$ cat src/design/mbet_pkg.sv
// ----------------------------------------------------------------------------
// mbet_pkg: shared types and constants of the escape-time pixel unit
// Word format, register indexes, escape limit, scaling constants and the
// request/response structs of the multiplier and the divider.
// ----------------------------------------------------------------------------
`default_nettype none

package mbet_pkg;

   // signed fixed-point word
   localparam int WORD_W    = 32;
   localparam int FRAC_BITS = 28;

   // payload and register field widths
   localparam int COL_W     = 11;
   localparam int ITER_W    = 16;
   localparam int PIX_W     = 7;
   localparam int CSR_IDX_W = 3;

   // scaling: pixel = SCALE * remaining / max_iterations + 1
   localparam int SCALE     = 125;
   localparam int QUO_W     = 7;
   localparam int NUM_W     = 23;
   localparam int DSH_W     = ITER_W + QUO_W - 1;
   localparam int DCNT_W    = $clog2(QUO_W + 1);

   // |z|^2 bound of 4.0
   localparam logic signed [WORD_W:0] ESCAPE_LIMIT = (WORD_W + 1)'(1) << (FRAC_BITS + 2);

   // register indexes
   localparam logic [CSR_IDX_W-1:0] CSR_X_FIRST        = CSR_IDX_W'(0);
   localparam logic [CSR_IDX_W-1:0] CSR_X_INCREMENT    = CSR_IDX_W'(1);
   localparam logic [CSR_IDX_W-1:0] CSR_Y_FIRST        = CSR_IDX_W'(2);
   localparam logic [CSR_IDX_W-1:0] CSR_Y_INCREMENT    = CSR_IDX_W'(3);
   localparam logic [CSR_IDX_W-1:0] CSR_MAX_ITERATIONS = CSR_IDX_W'(4);

   // register reset values
   localparam logic [WORD_W-1:0] X_FIRST_RST     = WORD_W'(843314857);
   localparam logic [WORD_W-1:0] X_INCREMENT_RST = WORD_W'(-843314857);
   localparam logic [WORD_W-1:0] Y_FIRST_RST     = '0;
   localparam logic [WORD_W-1:0] Y_INCREMENT_RST = '0;
   localparam logic [ITER_W-1:0] MAX_ITER_RST    = ITER_W'(256);

   typedef enum logic {
      MUL_FRAC,   // fixed-point product, floor shift by FRAC_BITS
      MUL_INT     // integer product, low word
   } mul_mode_type;

   typedef struct packed {
      logic [WORD_W-1:0] a;
      logic [WORD_W-1:0] b;
      mul_mode_type      mode;
   } mul_req_type;

   typedef struct packed {
      logic              start;
      logic [NUM_W-1:0]  numerator;
      logic [ITER_W-1:0] denominator;
   } div_req_type;

   typedef struct packed {
      logic             done;
      logic [QUO_W-1:0] quotient;
   } div_rsp_type;

endpackage

`default_nettype wire

$ cat src/design/mbet_mul.sv
// ----------------------------------------------------------------------------
// mbet_mul: shared signed multiplier
// One 32x32 signed product per cycle, registered; returns either the
// fixed-point word (floor shift) or the low integer word.
// ----------------------------------------------------------------------------
`default_nettype none

module mbet_mul
   import mbet_pkg::*;
(
   input  wire logic              clock,
   input  wire mul_req_type       req,
   output logic      [WORD_W-1:0] result
);

   logic signed [2*WORD_W-1:0] product;
   logic        [WORD_W-1:0]   result_in;
   logic        [WORD_W-1:0]   result_ff;

   always_comb begin
      product = $signed(req.a) * $signed(req.b);
      case (req.mode)
         MUL_FRAC: result_in = product[FRAC_BITS+WORD_W-1:FRAC_BITS];
         MUL_INT:  result_in = product[WORD_W-1:0];
         default:  result_in = product[WORD_W-1:0];
      endcase
   end

   always_ff @(posedge clock) begin
      result_ff <= result_in;
   end

   assign result = result_ff;

endmodule

`default_nettype wire

$ cat src/design/mbet_div.sv
// ----------------------------------------------------------------------------
// mbet_div: restoring divider for pixel scaling
// One quotient bit per cycle; quotient is known to fit in QUO_W bits.
// ----------------------------------------------------------------------------
`default_nettype none

module mbet_div
   import mbet_pkg::*;
(
   input  wire logic        clock,
   input  wire logic        reset,
   input  wire div_req_type req,
   output div_rsp_type      rsp
);

   logic              run_ff,  run_in;
   logic              done_ff, done_in;
   logic [DCNT_W-1:0] cnt_ff,  cnt_in;
   logic [NUM_W-1:0]  rem_ff,  rem_in;
   logic [DSH_W-1:0]  dsh_ff,  dsh_in;
   logic [QUO_W-1:0]  quo_ff,  quo_in;
   logic              fits;

   always_comb begin
      run_in  = run_ff;
      done_in = 1'b0;
      cnt_in  = cnt_ff;
      rem_in  = rem_ff;
      dsh_in  = dsh_ff;
      quo_in  = quo_ff;
      fits    = rem_ff >= NUM_W'(dsh_ff);
      if (req.start) begin
         run_in = 1'b1;
         cnt_in = DCNT_W'(QUO_W);
         rem_in = req.numerator;
         dsh_in = {req.denominator, (QUO_W - 1)'(0)};
         quo_in = '0;
      end else if (run_ff) begin
         // subtract the shifted divisor where it fits
         if (fits) begin
            rem_in = rem_ff - NUM_W'(dsh_ff);
         end
         quo_in = {quo_ff[QUO_W-2:0], fits};
         dsh_in = dsh_ff >> 1;
         cnt_in = cnt_ff - DCNT_W'(1);
         if (cnt_ff == DCNT_W'(1)) begin
            run_in  = 1'b0;
            done_in = 1'b1;
         end
      end
   end

   always_ff @(posedge clock) begin
      if (reset) begin
         run_ff  <= 1'b0;
         done_ff <= 1'b0;
         cnt_ff  <= '0;
      end else begin
         run_ff  <= run_in;
         done_ff <= done_in;
         cnt_ff  <= cnt_in;
      end
      rem_ff <= rem_in;
      dsh_ff <= dsh_in;
      quo_ff <= quo_in;
   end

   assign rsp.done     = done_ff;
   assign rsp.quotient = quo_ff;

endmodule

`default_nettype wire

$ cat src/design/mandelbrot_escape_time_pixel_unit.sv
// ----------------------------------------------------------------------------
// mandelbrot_escape_time_pixel_unit: escape-time engine for one pixel at a time
// Iterates z = z*z + c in signed Q4.28 on one shared multiplier and scales
// the remaining round count to a 1..126 pixel value.
// ----------------------------------------------------------------------------
// One pixel is in work at a time; req_stall is high from the transfer of a
// column until its result has been handed to the output register. A pixel
// takes at most max_iterations rounds, the escaping round included: it
// forms the real part, runs the rounds, then does one scaling multiply,
// the divide (start, seven quotient bits, done) and loads the result. A
// zero iteration limit skips rounds and division and goes straight from
// forming the real part to loading the result.
// The rate is set by the single 32x32 signed multiplier, which serves the
// three products of every round in turn. The output register lets a new
// column be transferred while the previous result still waits on rsp_stall.
// Configuration writes are always taken (csr_ready is tied high); a write to
// y_first also restarts the frame at the first line.
// ----------------------------------------------------------------------------
`default_nettype none

module mandelbrot_escape_time_pixel_unit
   import mbet_pkg::*;
(
   input  wire logic                 clock,
   input  wire logic                 reset,
   // pixel request channel
   input  wire logic                 req_valid,
   output logic                      req_stall,
   input  wire logic [COL_W-1:0]     req_column,
   input  wire logic                 req_last_in_line,
   // pixel result channel
   output logic                      rsp_valid,
   input  wire logic                 rsp_stall,
   output logic      [PIX_W-1:0]     rsp_pixel_value,
   output logic                      rsp_end_of_line,
   // register write channel
   input  wire logic                 csr_valid,
   output logic                      csr_ready,
   input  wire logic [CSR_IDX_W-1:0] csr_index,
   input  wire logic [WORD_W-1:0]    csr_data
);

   typedef enum logic [3:0] {
      ST_IDLE,
      ST_XMUL,       // column * x_increment in the multiplier
      ST_INIT,       // form c, seed z
      ST_SQ_RE,      // re*re issued; commit pending im update
      ST_SQ_IM,      // im*im issued; capture re^2
      ST_CROSS,      // re*im issued; escape test and re update
      ST_SCALE_MUL,  // remaining * 125
      ST_DIV_START,
      ST_DIV_WAIT,
      ST_EMIT        // load output register when it is free
   } state_type;

   state_type         state_ff, state_in;

   // configuration
   logic [WORD_W-1:0] x_first_ff, x_first_in;
   logic [WORD_W-1:0] x_inc_ff,   x_inc_in;
   logic [WORD_W-1:0] y_first_ff, y_first_in;
   logic [WORD_W-1:0] y_inc_ff,   y_inc_in;
   logic [ITER_W-1:0] max_iter_ff, max_iter_in;
   logic [WORD_W-1:0] cur_imag_ff, cur_imag_in;

   // pixel in work
   logic [COL_W-1:0]  column_ff,  column_in;
   logic              last_ff,    last_in;
   logic [WORD_W-1:0] c_re_ff,    c_re_in;
   logic [WORD_W-1:0] c_im_ff,    c_im_in;
   logic [WORD_W-1:0] re_ff,      re_in;
   logic [WORD_W-1:0] im_ff,      im_in;
   logic [WORD_W-1:0] re_sq_ff,   re_sq_in;
   logic [ITER_W-1:0] iter_left_ff, iter_left_in;
   logic              first_ff,   first_in;

   // output register
   logic              rsp_valid_ff, rsp_valid_in;
   logic [PIX_W-1:0]  pixel_ff,     pixel_in;
   logic              eol_ff,       eol_in;

   mul_req_type       mul_req;
   logic [WORD_W-1:0] mul_q;
   div_req_type       div_req;
   div_rsp_type       div_rsp;

   logic              req_xfer;
   logic              csr_xfer;
   logic              out_free;
   logic signed [WORD_W:0] mag_sq;
   logic              escaped;

   mbet_mul u_mul (
      .clock  (clock),
      .req    (mul_req),
      .result (mul_q)
   );

   mbet_div u_div (
      .clock (clock),
      .reset (reset),
      .req   (div_req),
      .rsp   (div_rsp)
   );

   assign req_stall = (state_ff != ST_IDLE);
   assign req_xfer  = req_valid && !req_stall;
   assign csr_ready = 1'b1;
   assign csr_xfer  = csr_valid && csr_ready;
   assign out_free  = !rsp_valid_ff || !rsp_stall;

   // |z|^2 from the two wrapped squares, exact in one extra bit
   assign mag_sq  = $signed({re_sq_ff[WORD_W-1], re_sq_ff}) + $signed({mul_q[WORD_W-1], mul_q});
   assign escaped = mag_sq > ESCAPE_LIMIT;

   // steer the shared multiplier
   always_comb begin
      mul_req.a    = re_ff;
      mul_req.b    = re_ff;
      mul_req.mode = MUL_FRAC;
      case (state_ff)
         ST_XMUL: begin
            mul_req.a    = WORD_W'(column_ff);
            mul_req.b    = x_inc_ff;
            mul_req.mode = MUL_INT;
         end
         ST_SQ_IM: begin
            mul_req.a = im_ff;
            mul_req.b = im_ff;
         end
         ST_CROSS: begin
            mul_req.a = re_ff;
            mul_req.b = im_ff;
         end
         ST_SCALE_MUL: begin
            mul_req.a    = WORD_W'(iter_left_ff);
            mul_req.b    = WORD_W'(SCALE);
            mul_req.mode = MUL_INT;
         end
         default: begin
            mul_req.a = re_ff;
            mul_req.b = re_ff;
         end
      endcase
   end

   always_comb begin
      div_req.start       = (state_ff == ST_DIV_START);
      div_req.numerator   = mul_q[NUM_W-1:0];
      div_req.denominator = max_iter_ff;
   end

   always_comb begin
      state_in     = state_ff;
      x_first_in   = x_first_ff;
      x_inc_in     = x_inc_ff;
      y_first_in   = y_first_ff;
      y_inc_in     = y_inc_ff;
      max_iter_in  = max_iter_ff;
      cur_imag_in  = cur_imag_ff;
      column_in    = column_ff;
      last_in      = last_ff;
      c_re_in      = c_re_ff;
      c_im_in      = c_im_ff;
      re_in        = re_ff;
      im_in        = im_ff;
      re_sq_in     = re_sq_ff;
      iter_left_in = iter_left_ff;
      first_in     = first_ff;
      pixel_in     = pixel_ff;
      eol_in       = eol_ff;
      // drop the result once the consumer takes it
      rsp_valid_in = rsp_valid_ff && rsp_stall;

      // register writes must arrive only while idle; the block does not enforce this
      if (csr_xfer) begin
         case (csr_index)
            CSR_X_FIRST:        x_first_in  = csr_data;
            CSR_X_INCREMENT:    x_inc_in    = csr_data;
            CSR_Y_FIRST: begin
               y_first_in  = csr_data;
               cur_imag_in = csr_data;
            end
            CSR_Y_INCREMENT:    y_inc_in    = csr_data;
            CSR_MAX_ITERATIONS: max_iter_in = csr_data[ITER_W-1:0];
            default: ;
         endcase
      end

      case (state_ff)
         ST_IDLE: begin
            if (req_xfer) begin
               // capture the pixel and advance the line on its last pixel
               column_in = req_column;
               last_in   = req_last_in_line;
               c_im_in   = cur_imag_ff;
               if (req_last_in_line) begin
                  cur_imag_in = cur_imag_ff + y_inc_ff;
               end
               state_in = ST_XMUL;
            end
         end
         ST_XMUL: begin
            state_in = ST_INIT;
         end
         ST_INIT: begin
            c_re_in      = x_first_ff + mul_q;
            re_in        = x_first_ff + mul_q;
            im_in        = c_im_ff;
            iter_left_in = max_iter_ff;
            first_in     = 1'b1;
            state_in     = (max_iter_ff == '0) ? ST_EMIT : ST_SQ_RE;
         end
         ST_SQ_RE: begin
            // the cross product of the last round is out now
            if (!first_ff) begin
               im_in = (mul_q << 1) + c_im_ff;
            end
            first_in = 1'b0;
            state_in = ST_SQ_IM;
         end
         ST_SQ_IM: begin
            re_sq_in = mul_q;
            state_in = ST_CROSS;
         end
         ST_CROSS: begin
            if (escaped) begin
               state_in = ST_SCALE_MUL;
            end else begin
               re_in        = re_sq_ff - mul_q + c_re_ff;
               iter_left_in = iter_left_ff - ITER_W'(1);
               state_in     = (iter_left_ff == ITER_W'(1)) ? ST_SCALE_MUL : ST_SQ_RE;
            end
         end
         ST_SCALE_MUL: begin
            state_in = ST_DIV_START;
         end
         ST_DIV_START: begin
            state_in = ST_DIV_WAIT;
         end
         ST_DIV_WAIT: begin
            if (div_rsp.done) begin
               state_in = ST_EMIT;
            end
         end
         ST_EMIT: begin
            // hold until the output register is free
            if (out_free) begin
               rsp_valid_in = 1'b1;
               eol_in       = last_ff;
               pixel_in     = (max_iter_ff == '0) ? PIX_W'(1)
                                                  : div_rsp.quotient + PIX_W'(1);
               state_in     = ST_IDLE;
            end
         end
         default: begin
            state_in = ST_IDLE;
         end
      endcase
   end

   always_ff @(posedge clock) begin
      if (reset) begin
         state_ff     <= ST_IDLE;
         x_first_ff   <= X_FIRST_RST;
         x_inc_ff     <= X_INCREMENT_RST;
         y_first_ff   <= Y_FIRST_RST;
         y_inc_ff     <= Y_INCREMENT_RST;
         max_iter_ff  <= MAX_ITER_RST;
         cur_imag_ff  <= Y_FIRST_RST;
         first_ff     <= 1'b1;
         rsp_valid_ff <= 1'b0;
      end else begin
         state_ff     <= state_in;
         x_first_ff   <= x_first_in;
         x_inc_ff     <= x_inc_in;
         y_first_ff   <= y_first_in;
         y_inc_ff     <= y_inc_in;
         max_iter_ff  <= max_iter_in;
         cur_imag_ff  <= cur_imag_in;
         first_ff     <= first_in;
         rsp_valid_ff <= rsp_valid_in;
      end
      column_ff    <= column_in;
      last_ff      <= last_in;
      c_re_ff      <= c_re_in;
      c_im_ff      <= c_im_in;
      re_ff        <= re_in;
      im_ff        <= im_in;
      re_sq_ff     <= re_sq_in;
      iter_left_ff <= iter_left_in;
      pixel_ff     <= pixel_in;
      eol_ff       <= eol_in;
   end

   assign rsp_valid       = rsp_valid_ff;
   assign rsp_pixel_value = pixel_ff;
   assign rsp_end_of_line = eol_ff;

`ifndef ASSERT_OFF
   // a transfer always starts work, so the next column must wait
   a_busy_after_xfer: assert property (@(posedge clock) disable iff (reset)
      req_xfer |=> req_stall)
      else $error("input not stalled after a column transfer");

   // rounds only run with iterations left
   a_rounds_have_budget: assert property (@(posedge clock) disable iff (reset)
      (state_ff == ST_SQ_RE || state_ff == ST_SQ_IM || state_ff == ST_CROSS)
      |-> (iter_left_ff != '0 && iter_left_ff <= max_iter_ff))
      else $error("round running without remaining iterations");

   // scaled value stays within 1..126
   a_pixel_range: assert property (@(posedge clock) disable iff (reset)
      rsp_valid |-> (rsp_pixel_value != '0 && rsp_pixel_value <= PIX_W'(SCALE + 1)))
      else $error("pixel value out of range");

   // the divider finishes only while awaited
   a_div_done_awaited: assert property (@(posedge clock) disable iff (reset)
      div_rsp.done |-> state_ff == ST_DIV_WAIT)
      else $error("divider done outside its wait state");
`endif

endmodule

`default_nettype wire
$ cat config.mk
export PLATFORM = sky130hd
export DESIGN_NAME = mandelbrot_escape_time_pixel_unit
export DESIGN_NICKNAME = d
export VERILOG_FILES = /design/src/design/mbet_pkg.sv /design/src/design/mbet_mul.sv /design/src/design/mbet_div.sv /design/src/design/mandelbrot_escape_time_pixel_unit.sv
export SDC_FILE = /design/constraint.sdc
export NUM_CORES = 2
export LEC_CHECK = 0
export ABC_AREA = 1
export BUFFER_PORTS_ARGS = -buffer_cell sky130_fd_sc_hd__buf_4
export CORE_MARGIN = 2
export CORE_UTILIZATION = 55
export CTS_CLUSTER_DIAMETER = 100
export DETAILED_ROUTE_END_ITERATION = 10
export GPL_TIMING_DRIVEN = 0
export PLACE_DENSITY = 0.83
export SLEW_MARGIN = 20
export SYNTH_ARGS = -nofsm -noshare
export SYNTH_HDL_FRONTEND = slang
export SYNTH_SLANG_ARGS = --single-unit
$ cat constraint.sdc
create_clock -name clock -period 8.65 [get_ports clock]
set_input_delay 1.2975 -clock clock [delete_from_list [all_inputs] [get_ports clock]]
set_output_delay 1.2975 -clock clock [all_outputs]
set_load 0.03 [all_outputs]
; Yosys cells after proc, flatten, opt, wreduce, memory -nomap -nowiden
; Index checks and enable logic that the tools add are counted.
[op_classes]
n_addsub = 10
n_mul = 1
n_lt_le_gt_ge = 2
eq_ne = 20
mux = 35
n_bitwise = 2
n_reduce_logical = 26
[ops]
columns = cell, count
row1 = $pmux W64 S4, 1
row2 = $mux W32, 7
row3 = $pmux W32 S2, 3
row4 = $add A32 B32 Y32, 4
row5 = $mux W23, 3
row6 = $mul A32 B32 Y60, 1
row7 = $mux W22, 2
row8 = $pmux W4 S10, 1
row9 = $add A32 B32 Y33, 1
row10 = $gt A33 B32 Y1 const B, 1
row11 = $pmux W16 S2, 1
row12 = $sub A32 B32 Y32, 1
row13 = $ge A23 B22 Y1, 1
row14 = $sub A23 B22 Y23, 1
row15 = $reduce_and A2 Y1, 9
row16 = $eq A16 B1 Y1 const B, 1
row17 = $eq A4 B3 Y1 const B, 4
row18 = $logic_not A16 Y1, 1
row19 = $mux W16, 1
row20 = $mux W4, 4
row21 = $sub A16 B1 Y16 const B, 1
row22 = $mux W3, 4
row23 = $eq A4 B2 Y1 const B, 2
row24 = $eq A4 B4 Y1 const B, 2
row25 = 21 further kinds, 39
[totals]
reg_bits = 435
input_bits = 52
out_inout_bits = 11
wordCells = 122

; Depth between registers and ports, before layout
[logic_depth]
depth_word = 6
ltp_mapped = 43
mapped_depth_nobuf = 42

; Cells and area by module
; Synthesis repeated with hierarchy kept, for this count alone.
[unflattened]
hier_cells = 8632
hier_area_um2 = 65928.2
[modules_own_cells]
columns = mod, instances, cells_per_inst, area_each_um2, seq_area_each_um2
row1 = mbet_mul, 1, 4731, 37465.9, 640.6
row2 = mandelbrot_escape_time_pixel_unit, 1, 3316, 24430.9, 8888.5
row3 = mbet_div, 1, 585, 4031.4, 1531.5

; Worst setup path before layout
; No wires, ideal clock.
[synth_timing]
path_kind = reg2reg
startpoint = register state_ff[3]
endpoint = register u_mul.result_ff[30] (netlist: u_mul.result[30])
setup_ps = 74
arrival_ps = 8932
required_ps = 8576
slack_ps = -356
path_stages_with_launch = 39
n_path_buf = 1
synth_period_minus_slack_ps = 9006
path_cell_list = dfxtp_1 -> inv_2 -> nand2_2 -> inv_2 -> nand2_1 -> inv_1 -> clkbuf_1 -> nand2_1 -> o21ai_0 -> a211oi_1 -> a21oi_1 -> inv_1 -> nor2_1 -> fa_1 -> fa_1 -> fa_1 -> inv_1 -> fa_1 -> [... 3 more ...] -> inv_1 -> fa_1 -> inv_1 -> fa_1 -> ha_1 -> nand2_1 -> nor2_1 -> nand2_1 -> nor2_1 -> inv_1 -> nor3_1 -> nand2_1 -> o211ai_1 -> nand2_1 -> nand2_1 -> xor2_1 -> nand2_1 -> o21ai_0
[synth_via]
elab_chain_len = 5
elab_cells_between_ends = 10
cone_classes = 1 x mul / 4 x eq/ne / 3 x mux / 1 x bitwise / 1 x reduce/logical
[synth_rtl]
columns = item, line_no
row1 = "start, declared", mandelbrot_escape_time_pixel_unit.sv:56  ; state_type state_ff, state_in;
row2 = "start signal, assigned", mandelbrot_escape_time_pixel_unit.sv:274  ; state_ff <= state_in;
row3 = branches (longest 4 deep; another with $mul A32 B32 Y60), n/a
row4 = $pmux W32 S2 *, mbet_mul.sv:22  ; case (req.mode)
row5 = net u_mul.result_in[30], mbet_mul.sv:17  ; logic [WORD_W-1:0] result_in;
row6 = "end signal, assigned", mbet_mul.sv:30  ; result_ff <= result_in;
row7 = "end, declared", mbet_mul.sv:18  ; logic [WORD_W-1:0] result_ff;
; Mark *: on every way through the listed nets, which the timed path passes.
; A chain may end at the register's enable or synchronous reset.

; Worst setup path after layout
; Ends and elaborated chain as after synthesis.

==> reports/metrics.cfg <==
[routing]
drt_iter0_drc=5293
drc=0
via_per_inst=5.83
wirelength_um=253000
vias=55798
avgRoutedWirePerCell_um=26.5
firstDrtPassIters=7
antenna_left=0

[min_path]
worstHoldStart=last_ff
holdPathStages=0
hp-class=reg -> reg

[sta]
rsz0062_at_grt=yes
finalCritPeriodShare_pct=104
tightest_slew_ns=1.22
fmax_ghz=0.111
finalClockSkew_ns=0.0194
period_minus_slack_ns=8.98
hold_viol=0
maxSlewViolCount=0
finalSetupViolations=13
worst_slack_ns=-0.325
relSlewSlack_pct=18.9

[cells_and_area]
final_nets=9525
area_growth_syn_to_layout_pct=15.8
final.fill_count=9570
layout-drive-gt1-share_pct=12.9

[outcome]
status=complete, but fails checks
violations=negative setup slack

[cts]
cts_buffer_depth=3
cts_tree=done
cts_num_sinks=435
path_clk_slew_ns=0.07
cts-root-buf=clkbuf_16
cts_max_level=2
numCtsBuffers=41
clock_latency_ns=0.58

[critical_path]
critPathBufInv=11
critPathMaxFanout=6
cp.required_ns=9.13
cp_common_cell=fa_1
slowest_delay_ns=0.64
crit_path_start=state_ff[3]
cp.arrival_ns=9.46
critPathCaptureType=register
slowest_stage=fa_2
startpoint_type=register
timing.rr.start=state_ff[3]
reg2reg_depth=38
cp_top_family=adder cells
cp.depth=38
critical_path_class=reg -> reg

[die]
ios=63
rows=123
die-height_um=341
initial_core_util_pct=55.5
dieWidth_um=341
core_area_um2=113000
die-area_um2=116000

[logic_synthesis]
synth_edf_count=235
synth_fp_nets=9162
syn_inst=7675
synth-async-reset-ratio_pct=0
synth_warnings=0
synth_seq_area_share_pct=17.7
synth_area_um2=62500
ys_types=67
ys_dominant_reg_cell=edfxtp_1
syn_area_per_cell_um2=8.14
ys_ff_latch=435

[global_route]
grtUsageTotal_pct=43.8
grt_overflow_total=0
grt_start_max_net_pins=49
antenna_found_initial=3
grt_pass1_wl_um=369000
grt_pass1_vias=56825

[run]
max_cap_violations=0

[placed_design]
pre_cts_ws_ns=-3.91
io_buffers=61
place_hpwl_um=208000
place.gp.congestion=1.06

worst reg2reg max path: cells and delay by family (launching register included):
| kind | cells | cell delay (ns) |
|---|---|---|
| fa+ha+maj | 9 | 4.45 |
| simple gates | 13 | 1.31 |
| flops | 1 | 0.39 |
| compound gates | 4 | 0.88 |
| buf+inv | 11 | 1.63 |
| xor+xnor | 1 | 0.24 |
registers in the layout, indices dropped and copies added, names as in the netlist, 3 cells and up:
| signal | cells |
|---|---|
| u_div.dsh_ff | 22 |
| u_div.quo_ff | 7 |
| u_div.rem_ff | 23 |
| state_ff | 4 |
| max_iter_ff | 16 |
| y_inc_ff | 32 |
| rsp_pixel_value | 7 |
| x_first_ff | 32 |
| cur_imag_ff | 32 |
| re_sq_ff | 32 |
| c_re_ff | 32 |
| im_ff | 32 |
| re_ff | 32 |
| u_mul.result | 32 |
| c_im_ff | 32 |
| iter_left_ff | 16 |
| u_div.cnt_ff | 3 |
| x_inc_ff | 32 |
| column_ff | 11 |
metal layers:
layer | up-vias | wire [um] | global-route usage [%]
met5 | - | 25 | 0
met4 | 4 | 27400 | 36.2
met3 | 1006 | 25200 | 9.71
met2 | 3112 | 114000 | 69.9
met1 | 27356 | 86200 | 50.6
li1 | 24320 | - | -
through the flow:
step	util, %	setup TNS (ns)	std cells	hold slack (ns)	area [um2]
floorplan	-	0	7675	0.400	62500
detailed placement	57.8	-74.95	9247	0.408	65100
global placement	57.6	-91.56	9236	0.405	64800
global route	64.2	-3.70	9571	0.443	72400
finish	64.2	-2.25	9574	0.442	72400
CTS	62.8	-0.630	9493	0.438	70800
Yosys cell counts, types with 56 or more instances:
cell type | number | area, um2
inv_1 | 1633 | 6130
nand2_1 | 1544 | 5800
fa_1 | 1073 | 21500
nor2_1 | 790 | 2970
a21oi_1 | 399 | 2000
ha_1 | 362 | 4530
o21ai_0 | 343 | 1720
edfxtp_1 | 235 | 7060
dfxtp_1 | 200 | 4000
nand3_1 | 195 | 976
clkbuf_1 | 184 | 691
xor2_1 | 89 | 780
o211ai_1 | 88 | 661
xnor2_1 | 64 | 561
buf_2 | 56 | 280
layout make-up:
type,count,area [um2],share of cell area (%)
inverters,1660,6410,8.87
multi-input cells,5322,46700,64.5
clock buffers,59,1280,1.77
diodes,3,7.51,0.0104
repair buffers,319,3020,4.18
plain buffers,258,1890,2.61
repair inverters,1,6.26,0.00865
clock inverters,17,129,0.178
well taps,1500,1880,2.59
flip-flops and latches,435,11100,15.3
final timing paths:
check,endpoint,slack (ns)
worst min-delay path,rsp_end_of_line,0.44
worst min register to register,rsp_end_of_line,0.44
worst max-delay path,u_mul.result[30],-0.33
worst max register to register,u_mul.result[30],-0.33
cell usage in the layout (no fill, tap or decap), drive strengths merged, types with 3 or more instances in the layout:
master    Yosys  final
inv        1649   1628
nand2      1549   1549
fa         1073   1073
nor2        794    794
a21oi       406    406
buf          74    400
ha          362    362
o21ai       357    357
edfxtp      235    235
clkbuf      184    234
dfxtp       200    200
nand3       195    195
o211ai       89     89
xor2         89     89
xnor2        64     64
nand4        54     54
nor3         39     39
a31oi        39     39
or2          34     34
clkinvlp      0     27
clkinv       11     22
a21o         21     21
o21bai       20     20
nor4         19     19
o22ai        16     16
nand3b       11     11
o21a         11     11
a221oi       11     11
a211oi       10     10
o31ai         9      9
and2          8      8
a21boi        7      7
o221ai        7      7
a22oi         6      6
diode         0      3
o2111ai       3      3
a31o          3      3
logic make-up after synthesis:
logic type / after synthesis / synth area share [%]
compound gates: 1024 / 9.46
xor+xnor: 153 / 2.14
fa+ha+maj: 1435 / 41.6
buf+inv: 1918 / 11.7
flops: 435 / 17.7
mux: 2 / 0.0340
other cells: 1 / 0.00600
simple gates: 2707 / 17.4
timing repair:
item	in CTS	in global routing
gates cloned	4	2
setup endpoints to repair	32	32
resized for setup	694	267
pin swaps	97	113
buffers inserted	166	78
hold buffers	0	0
Power is left out: the tool's default activity adds up to more than one toggle a clock period on the data nets, which glitch-free logic cannot reach.
